===== src/hw/rtl/kdm_pkg.sv =====
// ----------------------------------------------------------------------------
// kdm_pkg
// Shared types and constants of the key debounce / mouse report block.
// ----------------------------------------------------------------------------
package kdm_pkg;

  localparam int unsigned DEBOUNCE_LEN = 16;
  localparam int unsigned NUM_KEYS     = 6;

  // key positions in raw_keys
  localparam int unsigned K_CLICK  = 0;
  localparam int unsigned K_LEFT   = 1;
  localparam int unsigned K_UP     = 2;
  localparam int unsigned K_DOWN   = 3;
  localparam int unsigned K_RIGHT  = 4;
  localparam int unsigned K_SECOND = 5;

  // event codes
  localparam logic [7:0] EV_NONE    = 8'h00;
  localparam logic [7:0] EV_LEFT    = 8'hfe;
  localparam logic [7:0] EV_MIDDLE  = 8'hfd;
  localparam logic [7:0] EV_RIGHT   = 8'hfb;
  localparam logic [7:0] EV_RELEASE = 8'h55;
  localparam logic [7:0] EV_X_NEG   = 8'hef;
  localparam logic [7:0] EV_X_POS   = 8'hdf;
  localparam logic [7:0] EV_Y_NEG   = 8'hbf;
  localparam logic [7:0] EV_Y_POS   = 8'h7f;

  // register indexes
  localparam logic [1:0] REG_REPEAT_INTERVAL = 2'd0;
  localparam logic [1:0] REG_LONG_PRESS      = 2'd1;
  localparam logic [1:0] REG_MOVE_STEP       = 2'd2;

  localparam logic [15:0] RST_REPEAT_INTERVAL = 16'd20;
  localparam logic [15:0] RST_LONG_PRESS      = 16'd700;
  localparam logic [6:0]  RST_MOVE_STEP       = 7'd4;

  localparam logic [15:0] HOLD_MAX = 16'hffff;

  typedef enum logic [2:0] {
    PH_IDLE   = 3'b001,
    PH_TIMING = 3'b010,
    PH_LONG   = 3'b100
  } hold_phase_e;

  typedef struct packed {
    logic [15:0] repeat_interval;
    logic [15:0] long_press_ticks;
    logic [6:0]  move_step;
  } cfg_t;

  typedef struct packed {
    logic [2:0]        button_bits;
    logic signed [7:0] move_x;
    logic signed [7:0] move_y;
  } report_t;

  function automatic report_t decode_event(logic [7:0] code, logic [6:0] step);
    report_t    r;
    logic [7:0] pos;
    logic [7:0] neg;
    pos = {1'b0, step};
    neg = 8'(~pos + 8'd1);
    r   = '0;
    case (code)
      EV_LEFT:   r.button_bits = 3'b001;
      EV_MIDDLE: r.button_bits = 3'b100;
      EV_RIGHT:  r.button_bits = 3'b010;
      EV_X_NEG:  r.move_x      = neg;
      EV_X_POS:  r.move_x      = pos;
      EV_Y_NEG:  r.move_y      = neg;
      EV_Y_POS:  r.move_y      = pos;
      default:   r = '0;
    endcase
    return r;
  endfunction

endpackage


===== src/hw/rtl/key_debounce_mouse_report_core.sv =====
// ----------------------------------------------------------------------------
// key_debounce_mouse_report_core
// A report passes the input register, then the result register, on its way
// out. Throughput: one tick item per cycle; the input register holds only
// while a report waits behind a stalled output.
// Reset: histories and key levels all released, hold idle, nothing pending,
// registers at 20 / 700 / 4. No clearing pass.
// ----------------------------------------------------------------------------
module key_debounce_mouse_report_core (
  input  logic              clk_i,
  input  logic              rst_ni,
  input  logic              in_valid_i,
  output logic              in_stall_o,
  input  logic [5:0]        raw_keys_i,
  input  logic              link_configured_i,
  input  logic              link_busy_i,
  output logic              out_valid_o,
  input  logic              out_stall_i,
  output logic [2:0]        button_bits_o,
  output logic signed [7:0] move_x_o,
  output logic signed [7:0] move_y_o,
  input  logic              psel,
  input  logic              penable,
  input  logic              pwrite,
  input  logic [3:0]        paddr,
  input  logic [31:0]       pwdata,
  output logic [31:0]       prdata,
  output logic              pready
);
  import kdm_pkg::*;

  logic                s1_valid_q, s1_valid_d;
  logic [NUM_KEYS-1:0] s1_keys_q;
  logic                s1_cfgd_q;
  logic                s1_busy_q;
  logic                accept;
  logic                advance;
  logic                res_valid;
  logic                out_ready;
  report_t             res;
  report_t             out_data;
  cfg_t                cfg;

  kdm_cfg_regs u_cfg (
    .clk_i   (clk_i),
    .rst_ni  (rst_ni),
    .psel    (psel),
    .penable (penable),
    .pwrite  (pwrite),
    .paddr   (paddr),
    .pwdata  (pwdata),
    .prdata  (prdata),
    .pready  (pready),
    .cfg_o   (cfg)
  );

  // item in stage 1 retires unless it has a report and the output is blocked
  assign advance    = s1_valid_q && (!res_valid || out_ready);
  assign in_stall_o = s1_valid_q && !advance;
  assign accept     = in_valid_i && !in_stall_o;

  always_comb begin
    s1_valid_d = s1_valid_q;
    if (accept)       s1_valid_d = 1'b1;
    else if (advance) s1_valid_d = 1'b0;
  end

  always_ff @(posedge clk_i or negedge rst_ni) begin
    if (!rst_ni) begin
      s1_valid_q <= 1'b0;
    end else begin
      s1_valid_q <= s1_valid_d;
    end
  end

  always_ff @(posedge clk_i) begin
    if (accept) begin
      s1_keys_q <= raw_keys_i;
      s1_cfgd_q <= link_configured_i;
      s1_busy_q <= link_busy_i;
    end
  end

  kdm_engine u_engine (
    .clk_i             (clk_i),
    .rst_ni            (rst_ni),
    .step_i            (advance),
    .raw_keys_i        (s1_keys_q),
    .link_configured_i (s1_cfgd_q),
    .link_busy_i       (s1_busy_q),
    .cfg_i             (cfg),
    .res_valid_o       (res_valid),
    .res_o             (res)
  );

  kdm_out_reg u_out (
    .clk_i   (clk_i),
    .rst_ni  (rst_ni),
    .load_i  (advance && res_valid),
    .data_i  (res),
    .ready_o (out_ready),
    .valid_o (out_valid_o),
    .stall_i (out_stall_i),
    .data_o  (out_data)
  );

  assign button_bits_o = out_data.button_bits;
  assign move_x_o      = out_data.move_x;
  assign move_y_o      = out_data.move_y;

endmodule


===== src/hw/rtl/kdm_cfg_regs.sv =====
// ----------------------------------------------------------------------------
// kdm_cfg_regs
// APB-style register file: repeat interval, long press threshold, move step.
// ----------------------------------------------------------------------------
module kdm_cfg_regs (
  input  logic           clk_i,
  input  logic           rst_ni,
  input  logic           psel,
  input  logic           penable,
  input  logic           pwrite,
  input  logic [3:0]     paddr,
  input  logic [31:0]    pwdata,
  output logic [31:0]    prdata,
  output logic           pready,
  output kdm_pkg::cfg_t  cfg_o
);
  import kdm_pkg::*;

  cfg_t       cfg_q, cfg_d;
  logic       wr_en;
  logic [1:0] idx;

  assign idx    = paddr[3:2];
  assign wr_en  = psel && penable && pwrite && pready;
  assign pready = 1'b1;

  always_comb begin
    cfg_d = cfg_q;
    if (wr_en) begin
      case (idx)
        REG_REPEAT_INTERVAL: cfg_d.repeat_interval  = pwdata[15:0];
        REG_LONG_PRESS:      cfg_d.long_press_ticks = pwdata[15:0];
        REG_MOVE_STEP:       cfg_d.move_step        = pwdata[6:0];
        default:             cfg_d = cfg_q;
      endcase
    end
  end

  always_comb begin
    case (idx)
      REG_REPEAT_INTERVAL: prdata = {16'd0, cfg_q.repeat_interval};
      REG_LONG_PRESS:      prdata = {16'd0, cfg_q.long_press_ticks};
      REG_MOVE_STEP:       prdata = {25'd0, cfg_q.move_step};
      default:             prdata = 32'd0;
    endcase
  end

  always_ff @(posedge clk_i or negedge rst_ni) begin
    if (!rst_ni) begin
      cfg_q.repeat_interval  <= RST_REPEAT_INTERVAL;
      cfg_q.long_press_ticks <= RST_LONG_PRESS;
      cfg_q.move_step        <= RST_MOVE_STEP;
    end else begin
      cfg_q <= cfg_d;
    end
  end

  assign cfg_o = cfg_q;

endmodule


===== src/hw/rtl/kdm_engine.sv =====
// ----------------------------------------------------------------------------
// kdm_engine
// Per-tick debounce, hold timing, event queueing and send decision.
// ----------------------------------------------------------------------------
module kdm_engine (
  input  logic                            clk_i,
  input  logic                            rst_ni,
  input  logic                            step_i,
  input  logic [kdm_pkg::NUM_KEYS-1:0]    raw_keys_i,
  input  logic                            link_configured_i,
  input  logic                            link_busy_i,
  input  kdm_pkg::cfg_t                   cfg_i,
  output logic                            res_valid_o,
  output kdm_pkg::report_t                res_o
);
  import kdm_pkg::*;

  localparam logic [DEBOUNCE_LEN-1:0] HIST_ONES = '1;

  logic [DEBOUNCE_LEN-1:0] hist_q [NUM_KEYS];
  logic [DEBOUNCE_LEN-1:0] hist_d [NUM_KEYS];
  logic [NUM_KEYS-1:0]     stable_q, stable_d;
  logic [NUM_KEYS-1:0]     prev_q;
  hold_phase_e             phase_q, phase_d;
  logic [15:0]             hold_q, hold_d;
  logic [7:0]              pend_q, pend_d;
  logic                    pv_q, pv_d;

  logic                    ok;
  logic                    sent;
  logic [7:0]              sent_code;

  assign ok = link_configured_i && !link_busy_i;

  always_comb begin
    hold_d    = hold_q;
    phase_d   = phase_q;
    pend_d    = pend_q;
    pv_d      = pv_q;
    sent      = 1'b0;
    sent_code = EV_NONE;

    if (phase_d != PH_IDLE && hold_d != HOLD_MAX) hold_d = hold_d + 16'd1;
    if (phase_d == PH_TIMING && hold_d > cfg_i.long_press_ticks) phase_d = PH_LONG;

    for (int i = 0; i < NUM_KEYS; i++) begin
      hist_d[i] = {hist_q[i][DEBOUNCE_LEN-2:0], raw_keys_i[i]};
      if (hist_d[i] == '0)             stable_d[i] = 1'b0;
      else if (hist_d[i] == HIST_ONES) stable_d[i] = 1'b1;
      else                             stable_d[i] = stable_q[i];
    end

    // auto-repeat, priority up, left, down, right
    if (phase_d == PH_LONG && hold_d >= cfg_i.repeat_interval) begin
      if (!stable_d[K_UP]) begin
        pend_d = EV_Y_NEG; pv_d = 1'b1; hold_d = '0;
      end else if (!stable_d[K_LEFT]) begin
        pend_d = EV_X_NEG; pv_d = 1'b1; hold_d = '0;
      end else if (!stable_d[K_DOWN]) begin
        pend_d = EV_Y_POS; pv_d = 1'b1; hold_d = '0;
      end else if (!stable_d[K_RIGHT]) begin
        pend_d = EV_X_POS; pv_d = 1'b1; hold_d = '0;
      end
    end

    // click release: left press goes out at once if it can, release follows
    if (stable_d[K_CLICK] && !prev_q[K_CLICK]) begin
      if (ok) begin
        sent = 1'b1; sent_code = EV_LEFT;
      end
      pend_d = EV_RELEASE; pv_d = 1'b1;
    end

    if (stable_d[K_SECOND] != prev_q[K_SECOND]) begin
      pend_d = prev_q[K_SECOND] ? EV_LEFT : EV_RELEASE;
      pv_d   = 1'b1;
      if (ok && !sent) begin
        sent = 1'b1; sent_code = pend_d; pv_d = 1'b0;
      end
    end

    // direction edges in order up, down, right, left; last queued wins
    if (stable_d[K_UP] != prev_q[K_UP]) begin
      if (!prev_q[K_UP]) begin
        pend_d = EV_Y_NEG; pv_d = 1'b1; phase_d = PH_IDLE; hold_d = '0;
      end else phase_d = PH_TIMING;
    end
    if (stable_d[K_DOWN] != prev_q[K_DOWN]) begin
      if (!prev_q[K_DOWN]) begin
        pend_d = EV_Y_POS; pv_d = 1'b1; phase_d = PH_IDLE; hold_d = '0;
      end else phase_d = PH_TIMING;
    end
    if (stable_d[K_RIGHT] != prev_q[K_RIGHT]) begin
      if (!prev_q[K_RIGHT]) begin
        pend_d = EV_X_POS; pv_d = 1'b1; phase_d = PH_IDLE; hold_d = '0;
      end else phase_d = PH_TIMING;
    end
    if (stable_d[K_LEFT] != prev_q[K_LEFT]) begin
      if (!prev_q[K_LEFT]) begin
        pend_d = EV_X_NEG; pv_d = 1'b1; phase_d = PH_IDLE; hold_d = '0;
      end else phase_d = PH_TIMING;
    end

    if (ok && !sent && pv_d) begin
      sent = 1'b1; sent_code = pend_d; pv_d = 1'b0;
    end
  end

  assign res_valid_o = sent;
  assign res_o       = decode_event(sent_code, cfg_i.move_step);

  always_ff @(posedge clk_i or negedge rst_ni) begin
    if (!rst_ni) begin
      for (int i = 0; i < NUM_KEYS; i++) hist_q[i] <= HIST_ONES;
      stable_q <= '1;
      prev_q   <= '1;
      phase_q  <= PH_IDLE;
      hold_q   <= '0;
      pend_q   <= EV_NONE;
      pv_q     <= 1'b0;
    end else if (step_i) begin
      for (int i = 0; i < NUM_KEYS; i++) hist_q[i] <= hist_d[i];
      stable_q <= stable_d;
      prev_q   <= stable_d;
      phase_q  <= phase_d;
      hold_q   <= hold_d;
      pend_q   <= pend_d;
      pv_q     <= pv_d;
    end
  end

endmodule


===== src/hw/rtl/kdm_out_reg.sv =====
// ----------------------------------------------------------------------------
// kdm_out_reg
// Result register holding one report item until the receiver takes it.
// ----------------------------------------------------------------------------
module kdm_out_reg (
  input  logic              clk_i,
  input  logic              rst_ni,
  input  logic              load_i,
  input  kdm_pkg::report_t  data_i,
  output logic              ready_o,
  output logic              valid_o,
  input  logic              stall_i,
  output kdm_pkg::report_t  data_o
);
  import kdm_pkg::*;

  logic    valid_q, valid_d;
  report_t data_q;

  assign ready_o = !valid_q || !stall_i;

  always_comb begin
    valid_d = valid_q;
    if (ready_o) valid_d = load_i;
  end

  always_ff @(posedge clk_i or negedge rst_ni) begin
    if (!rst_ni) begin
      valid_q <= 1'b0;
    end else begin
      valid_q <= valid_d;
    end
  end

  always_ff @(posedge clk_i) begin
    if (ready_o && load_i) data_q <= data_i;
  end

  assign valid_o = valid_q;
  assign data_o  = data_q;

endmodule


===== config.mk =====
export PLATFORM = sky130hd
export DESIGN_NAME = key_debounce_mouse_report_core
export DESIGN_NICKNAME = d
export VERILOG_FILES = /design/src/hw/rtl/kdm_pkg.sv /design/src/hw/rtl/key_debounce_mouse_report_core.sv /design/src/hw/rtl/kdm_cfg_regs.sv /design/src/hw/rtl/kdm_engine.sv /design/src/hw/rtl/kdm_out_reg.sv
export SDC_FILE = /design/constraint.sdc
export NUM_CORES = 1
export LEC_CHECK = 0
export BUFFER_PORTS_ARGS = -buffer_cell sky130_fd_sc_hd__buf_2
export CELL_PAD_IN_SITES_DETAIL_PLACEMENT = 1
export CELL_PAD_IN_SITES_GLOBAL_PLACEMENT = 2
export CORE_UTILIZATION = 43
export CTS_CLUSTER_DIAMETER = 60
export CTS_CLUSTER_SIZE = 16
export DETAILED_ROUTE_END_ITERATION = 12
export HOLD_SLACK_MARGIN = 0.15
export PLACE_DENSITY_LB_ADDON = 0.1
export SYNTH_ARGS = -nofsm -noshare
export SYNTH_HDL_FRONTEND = slang
export SYNTH_HIERARCHICAL = 1
export SYNTH_SLANG_ARGS = --single-unit

===== constraint.sdc =====
create_clock -name clk_i -period 11.96 [get_ports clk_i]
set_input_delay 1.196 -clock clk_i [delete_from_list [all_inputs] [get_ports clk_i]]
set_output_delay 1.196 -clock clk_i [all_outputs]
set_load 0.02 [all_outputs]

-- After elaboration in Yosys (flattened, before gate mapping)
Cells that the tools add are included.
W data, S select, Z words.
- add/subtract/negate cells: 2
- $lt $le $gt $ge: 2
- eq/ne operators: 24
- multiplexer cells: 84
- bitwise gates (word level): 1
- reduce and logical (&&, ||, !) cells: 37
- operator list (operator ; count):
    $mux W16 ; 14
    $mux W8 ; 21
    $eq A16 B16 Y1 const B ; 6
    $logic_not A16 Y1 ; 6
    $eq A8 B8 Y1 const B ; 6
    $pmux W16 S3 ; 1
    $mux W1 ; 36
    $pmux W8 S2 ; 2
    $add A16 B1 Y16 const B ; 1
    $ge A16 B16 Y1 ; 1
    $gt A16 B16 Y1 ; 1
    $ne A16 B16 Y1 const B ; 1
    $logic_and A1 B1 Y1 ; 15
    $mux W3 ; 5
    $logic_not A1 Y1 ; 9
    $pmux W3 S3 ; 1
    $add A8 B1 Y8 const B ; 1
    $eq A8 B7 Y1 const B ; 1
    $mux W2 ; 4
    $not A7 Y8 ; 1
    $reduce_and A2 Y1 ; 3
    $ne A1 B1 Y1 ; 5
    $eq A3 B2 Y1 const B ; 1
    $eq A3 B3 Y1 const B ; 1
    other kinds (6) ; 7
- register bits after elaboration: 192
- input port bits: 51
- logic and storage cells: 172

-- Logic depth before layout (Yosys ltp)
Gate-level depths: netlist of run 1.
- depth after elaboration: 29
- gate-level depth with buffers: 23
- depth with buffers taken out: 20

-- Modules after synthesis
The synthesis of run 1 kept the hierarchy.
- modules (own cells, without submodules) (module ; times used ; cells an instance ; area each (um^2) ; sequential area each (um^2)):
    kdm_engine ; 1 ; 742 ; 7606.0 ; 3224.3
    kdm_cfg_regs ; 1 ; 148 ; 1961.9 ; 987.2
    kdm_out_reg ; 1 ; 23 ; 618.1 ; 595.6
    key_debounce_mouse_report_core ; 1 ; 16 ; 320.3 ; 265.3

-- Worst setup path after synthesis of run 1
No wires, ideal clock.
- path type: register to register
- from: reg u_engine.hold_q[0]
- to: reg u_engine.hist_q, in the netlist u_engine/hist_d[15]
- data arrival time: 5182 ps
- path slack: 6696 ps
- cell stages (with the launch flop): 21
- buffers on the path: 3
- clock period less this slack: 5264 ps
- cells stage by stage: dfrtp_1 ha_1 and3_1 nand4_1 o32ai_1 nor4_1 and3_1 and3_1 xor2_1 ha_1 nand4_1 or4_1 a21oi_1 a211o_2 nor3_4 o31a_1 a21boi_0 clkbuf_1 clkbuf_1 buf_1 mux2_2
- word-level cells in the longest chain between the ends: 24
- elaborated cells between the ends (all ways): 26
- those cells by class: add/sub: 1; order compare: 2; eq/ne: 2; mux: 14; reduce/logical: 7
- ends and longest elaborated chain (item ; line ; text):
    from (decl) ; kdm_engine.sv:25 ; logic [15:0] hold_q, hold_d;
    from (signal assigned) ; kdm_engine.sv:126 ; hold_q <= hold_d;
    parallel branches: the longest is 2 deep, another holds $add A16 B1 Y16 ; n/a ;
    $mux W16 (*) ; kdm_engine.sv:43 ; if (phase_d != PH_IDLE && hold_d != HOLD_MAX) hold_d = hold_d + 16'd1;
    $gt A16 B16 Y1 ; kdm_engine.sv:44 ; if (phase_d == PH_TIMING && hold_d > cfg_i.long_press_ticks) phase_d = PH_LONG;
    $logic_and A1 B1 Y1 ; kdm_engine.sv:44 ;
    $mux W3 ; kdm_engine.sv:44 ;
    $eq A3 B3 Y1 ; kdm_engine.sv:54 ; if (phase_d == PH_LONG && hold_d >= cfg_i.repeat_interval) begin
    $logic_and A1 B1 Y1 (*) ; kdm_engine.sv:54 ;
    $mux W1 (*) ; kdm_engine.sv:54 ;
    [... 9 more ...] ; n/a ;
    $mux W1 (*) ; kdm_engine.sv:98 ; if (stable_d[K_LEFT] != prev_q[K_LEFT]) begin
    $logic_and A1 B1 Y1 (*) ; kdm_engine.sv:104 ; if (ok && !sent && pv_d) begin
    $mux W1 (*) ; kdm_engine.sv:104 ;
    named net res_valid ; key_debounce_mouse_report_core.sv:38 ; logic res_valid;
    $logic_not A1 Y1 (*) ; key_debounce_mouse_report_core.sv:58 ; assign advance = s1_valid_q && (!res_valid || out_ready);
    $logic_or A1 B1 Y1 (*) ; key_debounce_mouse_report_core.sv:58 ;
    $logic_and A1 B1 Y1 (*) ; key_debounce_mouse_report_core.sv:58 ;
    named net advance ; key_debounce_mouse_report_core.sv:37 ; logic advance;
    to (decl) ; kdm_engine.sv:20 ; logic [DEBOUNCE_LEN-1:0] hist_q [NUM_KEYS];
Mark *: on every way through the listed nets, which the timed path passes.
A chain may end at the register's enable or synchronous reset.

-- Worst setup path after layout of run 1
- from: reg u_engine.hold_q[0]
- to: out in_stall_o
- word-level cells in the longest chain between the ends: 26
- elaborated cells between the ends (all ways): 28
- those cells by class: add/sub: 1; order compare: 2; eq/ne: 2; mux: 14; reduce/logical: 9
- ends and longest elaborated chain (item ; line ; text):
    parallel branches: the longest is 2 deep, another holds $add A16 B1 Y16 ; n/a ;
    $mux W16 (*) ; kdm_engine.sv:43 ;
    $gt A16 B16 Y1 ; kdm_engine.sv:44 ;
    $logic_and A1 B1 Y1 ; kdm_engine.sv:44 ;
    $mux W3 ; kdm_engine.sv:44 ;
    $eq A3 B3 Y1 ; kdm_engine.sv:54 ;
    $logic_and A1 B1 Y1 (*) ; kdm_engine.sv:54 ;
    $mux W1 (*) ; kdm_engine.sv:54 ;
    [... 10 more ...] ; n/a ;
    $logic_and A1 B1 Y1 (*) ; kdm_engine.sv:104 ;
    $mux W1 (*) ; kdm_engine.sv:104 ;
    named net res_valid ; key_debounce_mouse_report_core.sv:38 ;
    $logic_not A1 Y1 (*) ; key_debounce_mouse_report_core.sv:58 ;
    $logic_or A1 B1 Y1 (*) ; key_debounce_mouse_report_core.sv:58 ;
    $logic_and A1 B1 Y1 (*) ; key_debounce_mouse_report_core.sv:58 ;
    $logic_not A1 Y1 (*) ; key_debounce_mouse_report_core.sv:59 ; assign in_stall_o = s1_valid_q && !advance;
    $logic_and A1 B1 Y1 (*) ; key_debounce_mouse_report_core.sv:59 ;
    to (decl) ; key_debounce_mouse_report_core.sv:13 ; output logic in_stall_o,
Marks and branches as above.

==> results of run 1 <==
-- registers in the layout, summed over array words and instances (netlist names), 3 cells and up --
register          count
u_engine/hist_d      90
u_cfg/cfg_o          39
u_out/data_o         19
u_engine/hold_q      16
u_engine/pend_q       8
s1_keys_q             6
u_engine/prev_q       6
u_engine/phase_q      3
-- metal layers --
metal,vias to the layer above,share of wire,track usage
met5,-,0,0
li1,3541,-,-
met1,3719,0.49,0.278
met2,92,0.48,0.333
met3,15,0.023,0.0381
met4,0,0.0085,0.0495
-- synth_stat cells (all sizes together) (5+ instances only) --
library cell,n,area share
mux2,128,0.14
dfstp,106,0.27
dfrtp,59,0.14
nand2,56,0.020
inv,53,0.019
o21ai,49,0.024
nand4,41,0.024
a21oi,40,0.019
nor2,38,0.014
ha,34,0.040
nor4,34,0.024
nand3,32,0.016
buf,28,0.021
edfxtp,27,0.077
mux2i,21,0.020
clkbuf,20,0.0071
nor3,17,0.0096
nand2b,9,0.0054
xnor2,9,0.0075
and3,8,0.0054
a211o,7,0.0060
a31oi,7,0.0042
a21o,6,0.0043
nor3b,6,0.0074
xor2,6,0.0050
a211oi,5,0.0048
and2,5,0.0030
nor2b,5,0.0030
o41ai,5,0.0042
or3,5,0.0030
-- critical path: stages, from the launching register on --
cell	delay, ps
dfrtp_1	440
ha_1	260
and3_1	170
nand4_1	150
o32ai_1	110
buf_4	170
nor4_1	470
and3_1	320
and3_1	230
xor2_1	330
ha_1	320
a21oi_1	170
o21ai_0	160
a2111oi_0	890
a211o_2	360
nor3_4	110
o31a_1	430
nand3b_4	130
inv_1	40
buf_2	150
-- cell families (layout without fill, tap and decap cells) --
group	after synthesis	count (layout)	synth area share
compound gates	160	160	0.103
xor+xnor	15	15	0.0125
fa+ha+maj	34	34	0.0405
buf+inv	101	162	0.0468
flops	192	192	0.483
mux	149	149	0.161
other cells	2	17	0.000715
simple gates	276	276	0.152
-- worst min-delay path by stage --
stage | endpoint | depth (start not counted) | slack [ps] | start
final | u_engine/pend_q[2]$_DFFE_PN0P_ | 1 | 480 | u_engine/pend_q[2]$_DFFE_PN0P_
after global routing | u_engine/pend_q[2]$_DFFE_PN0P_ | 1 | 500 | u_engine/pend_q[2]$_DFFE_PN0P_
after CTS | u_engine/pend_q[2]$_DFFE_PN0P_ | 1 | 490 | u_engine/pend_q[2]$_DFFE_PN0P_
after detailed placement | u_engine/pend_q[2]$_DFFE_PN0P_ | 1 | 470 | u_engine/pend_q[2]$_DFFE_PN0P_
after global placement | u_engine/pend_q[2]$_DFFE_PN0P_ | 1 | 460 | u_engine/pend_q[2]$_DFFE_PN0P_
after floorplan | u_engine/pend_q[2]$_DFFE_PN0P_ | 1 | 440 | u_engine/pend_q[2]$_DFFE_PN0P_
-- power breakdown --
group          total [mW]  switching, mW  internal [mW]
Combinational       0.579          0.294          0.285
Sequential           1.15          0.196          0.956
Clock               0.579          0.289          0.289
Total                2.31          0.780           1.53
-- cell type report --
cell class / count / area share
clock inverters: 13 / 0.0136
well taps: 319 / 0.0341
clock buffers: 19 / 0.0379
flip-flops and latches: 192 / 0.434
repair buffers: 77 / 0.0352
inverters: 53 / 0.0170
multi-input cells: 651 / 0.429
-- cells in the final DEF (no fill, tap or decap), types with 10 or more instances in the layout --
cell type	synthesis	layout
nor3_1	15	15
mux2_2	118	118
nand2_1	56	56
dfstp_2	106	106
nor2_1	38	38
nand3_1	31	31
nand4_1	41	41
buf_2	2	68
ha_1	34	34
mux2_4	10	10
o21ai_0	43	43
a21oi_1	40	40
nor4_1	29	29
clkbuf_16	0	17
inv_1	53	53
mux2i_1	21	21
edfxtp_1	27	27
dfrtp_1	59	59
conb_1	2	17
-- metrics by stage --
step	instance area, um2	cells	hold WS [ps]	util	setup WS, ps
final	11700	1324	478	0.494	4910
after floorplan	10600	944	436	-	6700
after CTS	11700	1324	487	0.494	4880
after global routing	11700	1324	504	0.494	4460
after global placement	11100	1292	462	0.469	5130
after detailed placement	11100	1292	466	0.469	5090
==> summary.md, run 1 <==
| Metric | Value |
|---|---|
| Multi-input gate area | 5010 um2 |
| Async set or reset register ratio after synthesis | 0.859 |
| DR WL/cell | 17.9 um |
| CP Capture Point | in_stall_o |
| CTS tree | done |
| Status | finished clean |
| Area of the die | 25100 um2 |
| Depth of the most critical reg-to-reg path | 22 |
| Clk buf depth | 2 |
| Initial DRT Pass Iterations | 4 |
| Power Total | 2.31 mW |
| Detail Placement HPWL | 16600 um |
| CP Launch Type | register |
| Crit path kind | register to output port |
| Worst Skew | 15.2 ps |
| Post-CTS Setup Repair Bufs | 0 |
| Crit share post-route | 0.590 |
| Vias in the first global route | 7558 |
| Worst reg2reg setup slack | 5010 ps |
| Final WL | 23700 um |
| Number of flops mapped to enable cells by yosys | 27 |
| IO Port Bufs | 69 |
| Seq/Total Area, Yosys | 0.483 |
| Unrepaired setup endpoints after global routing | no |
| Initial antenna violation count | 0 |
| Vias | 7367 |
| Worst skew pair latency | 450 ps |
| First-pass GRT wire length | 39700 um |
| Routability cong. | 0.763 |
| Top FF cell, synth | dfstp_2 |
| Ant diodes | 0 |
| Root Buffer | clkbuf_16 |
| CTS H-tree lvls | 4 |
| Period minus WS final | 7050 ps |
| DRC viols | 0 |
| CTS buffer count | 17 |
| Vias per std cell | 5.56 |
| Final Setup Violations | 0 |
| Initial Utilization | 0.444 |
| Post-cts sizing count | 0 |
| Worst setup EP type | output port |
| Least-Margin Pin Slew | 1060 ps |
| Setup tns final | 0 ps |
| Synthesized flop and latch total | 192 |
| Slew Viols, Final | 0 |
| Share of layout cells above drive strength 1 | 0.370 |
| Hold Vio Cnt, Final | 0 |
| Fin nets | 1077 |
| Syn Inst Count | 929 |
| FF/Latch Area | 5070 um2 |
| Core ar. | 23700 um2 |
| Area Growth Syn to Fin | 11.3% |
| Unique masters post-synth | 87 |
| Row count | 56 |
| I/O pin count | 105 |
| Crit path max fanout | 10 |
| Largest net degree at the start of global routing | 87 |
| CTS Hold Bufs | 0 |
| Cell Pwr Density | 197 nW/um2 |
| Max IR drop VDD | 0.118 mV |
| Max cap viols | 0 |
| Fmax | 142 MHz |
| Req. time, crit path | 10760 ps |
| FF-to-FF Start | u_engine/hold_q[0]$_DFFE_PN0P_ |
| RR Endpoint | u_engine/hold_q[15]$_DFFE_PN0P_ |
| Leak pwr | 4.85 nW |
| DRT antenna net count | 0 |
| Filler cells | 2613 |
| Clock Sinks | 192 |
| Synthesized area per cell | 11.3 um2 |
| DRT iter0 DRCs | 432 |
| Die Y-Extent | 158 um |
| Slew HR | 0.292 |
| Crit path DAT | 5860 ps |
| Worst setup startpoint | u_engine/hold_q[0]$_DFFE_PN0P_ |
| Hold crit path type | register to register |
| Chip width | 158 um |
| Clk pin slew, worst setup/hold paths | 70 ps |
| Grt ovf | 0 |
| Gr usage total | 0.204 |
| Synth Cell Area | 10500 um2 |
| Yosys warning count | 6 |
(Power assumes the default switching activity.)
==> run 2: changes to the inputs <==
CORE_UTILIZATION = 40   (was 43)
clock period = 6.5 ns   (was 11.96 ns; I/O delays follow)
==> run 2 against run 1 <==
  * Final area rose by 0.68%
  * Utilization fell by 3.2 points
  * Total power rose by 84%
  * Sequential share of layout area fell by 0.29 points
  * Final cell count rose by 1.4%
  * Critical path depth rose by 2
  * Hold slack got worse by 200 ps
  * Clock power rose by 78%
  * Clock skew fell by 4.2 ps
  * Largest power group unchanged
  * Highest routed layer unchanged
==> summary.md, run 2 (synthesis gave the netlist of run 1 again) <==
| Metric | Value |
|---|---|
| Placed cell areas | 11200 um2 (+0.96%) |
| Worst skew pair latency | 440 ps (about the same) |
| Ant diodes | 0 (unchanged) |
| Setup WS pre-CTS | 883 ps (-4210 ps) |
| Vias | 7355 (-0.16%) |
| DRT antenna net count | 0 (unchanged) |
| Setup tns final | 0 ps (unchanged) |
| Design area | 11800 um2 (+0.68%) |
| Initial Utilization | 0.412 (-0.0312) |
| Area of the die | 26900 um2 (+7.4%) |
| Multi-input gate area | 5010 um2 (about the same) |
| Slew Viols, Final | 0 (unchanged) |
| Die Y-Extent | 164 um (+3.6%) |
| Row count | 58 (+3.6%) |
| Cell Pwr Density | 360 nW/um2 (+83%) |
| Chip width | 164 um (+3.6%) |
| Req. time, crit path | 5850 ps (-4910 ps) |
| Area Growth Syn to Fin | 12.1% |
| CP Launch Type | register |
| CTS buffer count | 17 (unchanged) |
| Worst reg2reg setup slack | 860 ps (-4150 ps) |
| DR WL/cell | 18.2 um (+1.2%) |
| Clk buf depth | 2 (unchanged) |
| Filler cells | 2788 (+6.7%) |
| Max cap viols | 0 (unchanged) |
| Core ar. | 25500 um2 (+7.6%) |
| Clock Sinks | 192 (unchanged) |
| Share of layout cells above drive strength 1 | 0.374 (+0.00399) |
| Slew HR | 0.276 (-0.0156) |
| Max reg flops | 90 (unchanged) |
| PnR worst setup slack | 700 ps (-4210 ps) |
| Post-CTS Setup Repair Bufs | 0 (unchanged) |
| Grt ovf | 0 (unchanged) |
| Final Setup Violations | 0 (unchanged) |
| Fmax | 172 MHz |
| Clk pin slew, worst setup/hold paths | 80 ps (about the same) |
| Hold crit path type | input port to async pin |
| Post-cts sizing count | 0 (unchanged) |
| CTS Hold Bufs | 0 (unchanged) |
| Vias per std cell | 5.48 (-1.6%) |
| Crit path kind | register to output port |
| Hold Vio Cnt, Final | 0 (unchanged) |
| Vias in the first global route | 7659 (+1.3%) |
| IO Port Bufs | 69 (unchanged) |
| Final WL | 24400 um (+2.7%) |
| Most frequent cells in the layout | 118 x mux2_2, 106 x dfstp_2, 68 x buf_2 |
| CTS tree | done |
| CTS H-tree lvls | 4 (unchanged) |
| Largest net degree at the start of global routing | 87 (unchanged) |
| Fin nets | 1085 (+0.74%) |
| Leak pwr | 4.89 nW (+0.81%) |
| Routability cong. | 0.748 (-2.0%) |
| Detail Placement HPWL | 17400 um (+5.0%) |
| Unrepaired setup endpoints after global routing | no |
| Crit share post-route | 0.892 |
| DRT iter0 DRCs | 398 (-7.9%) |
| Status | finished clean |
| First-pass GRT wire length | 40500 um (+1.9%) |
| Initial DRT Pass Iterations | 4 (unchanged) |
| Root Buffer | clkbuf_16 |
| Initial antenna violation count | 0 (unchanged) |
| FF/Latch Area | 5070 um2 (unchanged) |
| Least-Margin Pin Slew | 1080 ps (+23.2 ps) |
| Worst setup EP type | output port |
| Max IR drop VDD | 0.207 mV (+76%) |
| DRC viols | 0 (unchanged) |
| Crit path max fanout | 7 (-3) |
| Most common cell after layout, fill and taps aside | mux2_2 |
| Period minus WS final | 5800 ps |
| Crit path DAT | 5150 ps (-710 ps) |
| Gr usage total | 0.191 (-0.0123) |
| Worst Skew | 11.0 ps (-4.23 ps) |
| I/O pin count | 105 (unchanged) |
run 2: cell types whose count changed in the layout (fill, tap and decap cells not counted), moves of 2 or more:
cell	before	now
buf_4	8	13
clkinv_2	0	2
inv_6	4	2
buf_12	0	3
run 2: final timing paths:
| kind | startpoint | endpoint | depth (start not counted) |
|---|---|---|---|
| max | u_engine/hold_q[0]$_DFFE_PN0P_ | in_stall_o | 21 |
| min | rst_ni | u_cfg/cfg_o[34]$_DFFE_PN0P_ | 1 |
| max reg2reg | u_engine/hold_q[0]$_DFFE_PN0P_ | u_out/data_o[10]$_DFFE_PP_ | 20 |
| min reg2reg | u_engine/prev_q[0]$_DFFE_PN1P_ | u_engine/prev_q[0]$_DFFE_PN1P_ | 2 |
| max in group asynchronous | rst_ni | u_engine/hold_q[6]$_DFFE_PN0P_ | 2 |
| min in group clk_i | raw_keys_i[1] | s1_keys_q[1]$_DFFE_PP_ | 1 |
run 2: power by group:
group | total [mW] | internal, mW | switching (mW)
combinational | 1.09 | 0.538 | 0.552
clock | 1.03 | 0.512 | 0.519
sequential | 2.12 | 1.76 | 0.363
total | 4.24 | 2.81 | 1.43
run 2: worst max-delay path, stage by stage, from the launching register on:
cell and delay [ps]:
dfrtp_1 450, ha_1 260, and3_1 170, nand4_1 140
o32ai_1 110, buf_4 170, nor4_1 220, buf_4 180
and3_1 230, and3_1 240, xor2_1 250, ha_1 290
a21oi_1 130, o21ai_0 120, a2111oi_0 520, buf_4 220
a211o_2 210, nor3_4 70, o31a_1 410, nand3b_4 130
inv_1 40, buf_2 150
run 2: layout make-up:
cell class | count | area share
Tap cell | 330 | 0.0351
Inverter | 53 | 0.0169
Clock buffer | 18 | 0.0364
Sequential cell | 192 | 0.431
Clock inverter | 14 | 0.0124
Timing Repair Buffer | 85 | 0.0432
Multi-Input combinational cell | 651 | 0.425
run 2: metrics by stage:
stage,util,power [mW],hold slack [ps],std cells
CTS,0.462,4.31,313,1343
detailed placement,0.440,3.24,472,1311
global route,0.462,4.54,340,1343
floorplan,-,2.88,354,944
global placement,0.440,3.19,471,1311
finish,0.462,4.24,278,1343
run 2: metal layers:
layer  track usage  vias up  wire (um)
li1              -     3567          -
met1         0.259     3685      11800
met2         0.319       86      11700
met3        0.0293       17        595
met4        0.0480        0        262
met5             0        -          0
==> run 3: changes to the inputs <==
CTS_CLUSTER_SIZE = default   (was 16)
PLACE_DENSITY_LB_ADDON = 0.12   (was 0.1)
REMOVE_ABC_BUFFERS = 1   (was default)
==> run 3 against run 2 <==
  * Utilization is essentially flat
  * Final area hardly changed
  * Global-route usage is 0.39 points lower
  * Via count decreased by 0.24%
  * Setup slack improved by 47 ps
  * Clock-buffer cell count fell by 1
  * First-iteration DRC count is 29% lower
==> summary.md, run 3 (synthesis gave the netlist of run 1 again) <==
| Metric | Value |
|---|---|
| Post-CTS Setup Repair Bufs | 0 (unchanged) |
| Clock Sinks | 192 (unchanged) |
| Area of the die | 26900 um2 (unchanged) |
| Req. time, crit path | 6730 ps (+880 ps) |
| Worst Skew | 16.8 ps (+5.81 ps) |
| Detail Placement HPWL | 17300 um (-0.91%) |
| Clk buf depth | 2 (unchanged) |
| Max IR drop VDD | 0.172 mV (-17%) |
| Unrepaired setup endpoints after global routing | no |
| DRT antenna net count | 0 (unchanged) |
| Crit path DAT | 5980 ps (+830 ps) |
| Max reg flops | 90 (unchanged) |
| CTS tree | done |
| Die Y-Extent | 164 um (unchanged) |
| Leak pwr | 4.89 nW (about the same) |
| Most frequent cells in the layout | 118 x mux2_2, 106 x dfstp_2, 68 x buf_2 |
| DRC viols | 0 (unchanged) |
| Worst reg2reg setup slack | 750 ps (-110 ps) |
| Row count | 58 (unchanged) |
| Crit share post-route | 0.885 (-0.00721) |
| Initial DRT Pass Iterations | 5 (+1) |
| Design area | 11800 um2 (about the same) |
| IO Port Bufs | 69 (unchanged) |
| Filler cells | 2812 (+0.86%) |
| I/O pin count | 105 (unchanged) |
| CTS buffer count | 17 (unchanged) |
| CP Launch Type | register |
| Largest net degree at the start of global routing | 97 (+11%) |
| DRT iter0 DRCs | 282 (-29%) |
| Final Setup Violations | 0 (unchanged) |
| Hold WS | 303 ps (+24.8 ps) |
| Core ar. | 25500 um2 (unchanged) |
| Area Growth Syn to Fin | 12.1% (about the same) |
| Root Buffer | clkbuf_16 |
| Fin nets | 1086 (+0.092%) |
| Post-route insts no fill | 1343 (unchanged) |
| Crit path kind | register to register |
| Setup WS pre-CTS | 740 ps (-143 ps) |
| Share of layout cells above drive strength 1 | 0.375 (+0.000987) |
| Slew HR | 0.277 (+0.00117) |
| Placed cell areas | 11200 um2 (about the same) |
| Post-cts sizing count | 0 (unchanged) |
| CTS Hold Bufs | 0 (unchanged) |
| Ant diodes | 0 (unchanged) |
| Status | finished clean |
| Most common cell after layout, fill and taps aside | mux2_2 |
| CTS H-tree lvls | 4 (unchanged) |
| Clk pin slew, worst setup/hold paths | 80 ps (about the same) |
| Max cap viols | 0 (unchanged) |
| DR WL/cell | 17.8 um (-1.8%) |
| Worst setup EP type | register |
| Routability cong. | 0.750 (+0.33%) |
| Slew Viols, Final | 0 (unchanged) |
| Least-Margin Pin Slew | 1080 ps (-1.74 ps) |
| PnR worst setup slack | 746 ps (+46.9 ps) |
| Initial antenna violation count | 0 (unchanged) |
| First-pass GRT wire length | 39800 um (-1.8%) |
| Vias | 7337 (-0.24%) |
| Worst skew pair latency | 440 ps (about the same) |
| Gr usage total | 0.187 (-0.00386) |
| Period minus WS final | 5750 ps (-46.9 ps) |
| Initial Utilization | 0.412 (unchanged) |
| Vias per std cell | 5.46 (-0.24%) |
| Chip width | 164 um (unchanged) |
| Hold Vio Cnt, Final | 0 (unchanged) |
| Hold crit path type | input port to async pin |
| Power Total | 4.23 mW (-0.41%) |
| Placed Instances | 1312 (+0.076%) |
| Cell Pwr Density | 359 nW/um2 (-0.35%) |
| Grt ovf | 0 (unchanged) |
| Depth of the most critical reg-to-reg path | 20 (unchanged) |
| Fmax | 174 MHz (+0.81%) |
| Vias in the first global route | 7532 (-1.7%) |
| Crit path max fanout | 16 (+9) |
| Final WL | 23900 um (-1.8%) |
## run 3: cell types whose count changed in the layout (fill, tap and decap cells not counted)
| cell | change |
|---|---|
| inv_4 | +1 |
| inv_12 | +1 |
| clkinv_8 | -1 |
| clkinvlp_4 | +1 |
| clkbuf_1 | -1 |
| clkinv_2 | -1 |
| buf_12 | -1 |
| inv_6 | -2 |
| buf_4 | +2 |
| inv_8 | +1 |
## run 3: metrics by stage
stage | setup TNS (ps) | util
after floorplan | -941490 | -
after global placement | 0 | 0.440
after detailed placement | 0 | 0.440
after CTS | 0 | 0.462
after global routing | 0 | 0.462
final | 0 | 0.462
## run 3: report_power, final
| part | total, mW | switching [mW] | internal, mW |
|---|---|---|---|
| clock network | 1.03 | 0.517 | 0.512 |
| logic | 1.08 | 0.548 | 0.533 |
| registers | 2.12 | 0.357 | 1.76 |
| total | 4.23 | 1.42 | 2.81 |
## run 3: worst paths after layout
path                                           startpoint                         endpoint
max                        u_engine/hold_q[0]$_DFFE_PN0P_       u_out/data_o[12]$_DFFE_PP_
min                                                rst_ni      u_cfg/cfg_o[37]$_DFFE_PN0P_
max reg2reg                u_engine/hold_q[0]$_DFFE_PN0P_       u_out/data_o[12]$_DFFE_PP_
min reg2reg                u_engine/pend_q[2]$_DFFE_PN0P_   u_engine/pend_q[2]$_DFFE_PN0P_
max in group asynchronous                          rst_ni  u_engine/phase_q[1]$_DFFE_PN0P_
min in group clk_i                          raw_keys_i[1]           s1_keys_q[1]$_DFFE_PP_
## run 3: final cells by class
| class | count | area [um2] | share of cell area |
|---|---|---|---|
| sequential | 192 | 5070 | 0.431 |
| clock inverter | 14 | 149 | 0.0126 |
| multi-input combinational | 651 | 5010 | 0.426 |
| tap | 330 | 413 | 0.0351 |
| clock buffer | 17 | 425 | 0.0361 |
| timing repair buffer | 86 | 504 | 0.0428 |
| inverter | 53 | 199 | 0.0169 |
## run 3: metal layers
metal	wire, um	track usage	vias up
met5	0	0	-
met4	173	0.0429	0
met3	613	0.0275	12
met2	11300	0.300	82
met1	11800	0.266	3682
li1	-	-	3561
## run 3: critical path: stages, from the launching register on
cell	delay (ps)
dfrtp_1	430
ha_1	260
and3_1	170
nand4_1	150
o32ai_1	110
buf_4	170
nor4_1	240
buf_4	170
and3_1	230
and3_1	250
xor2_1	250
ha_1	300
nand4_1	180
or4_1	190
a21oi_1	90
a211o_2	400
nor2_1	440
a2111oi_4	160
nor3b_4	610
nand4b_2	370
a311oi_1	370
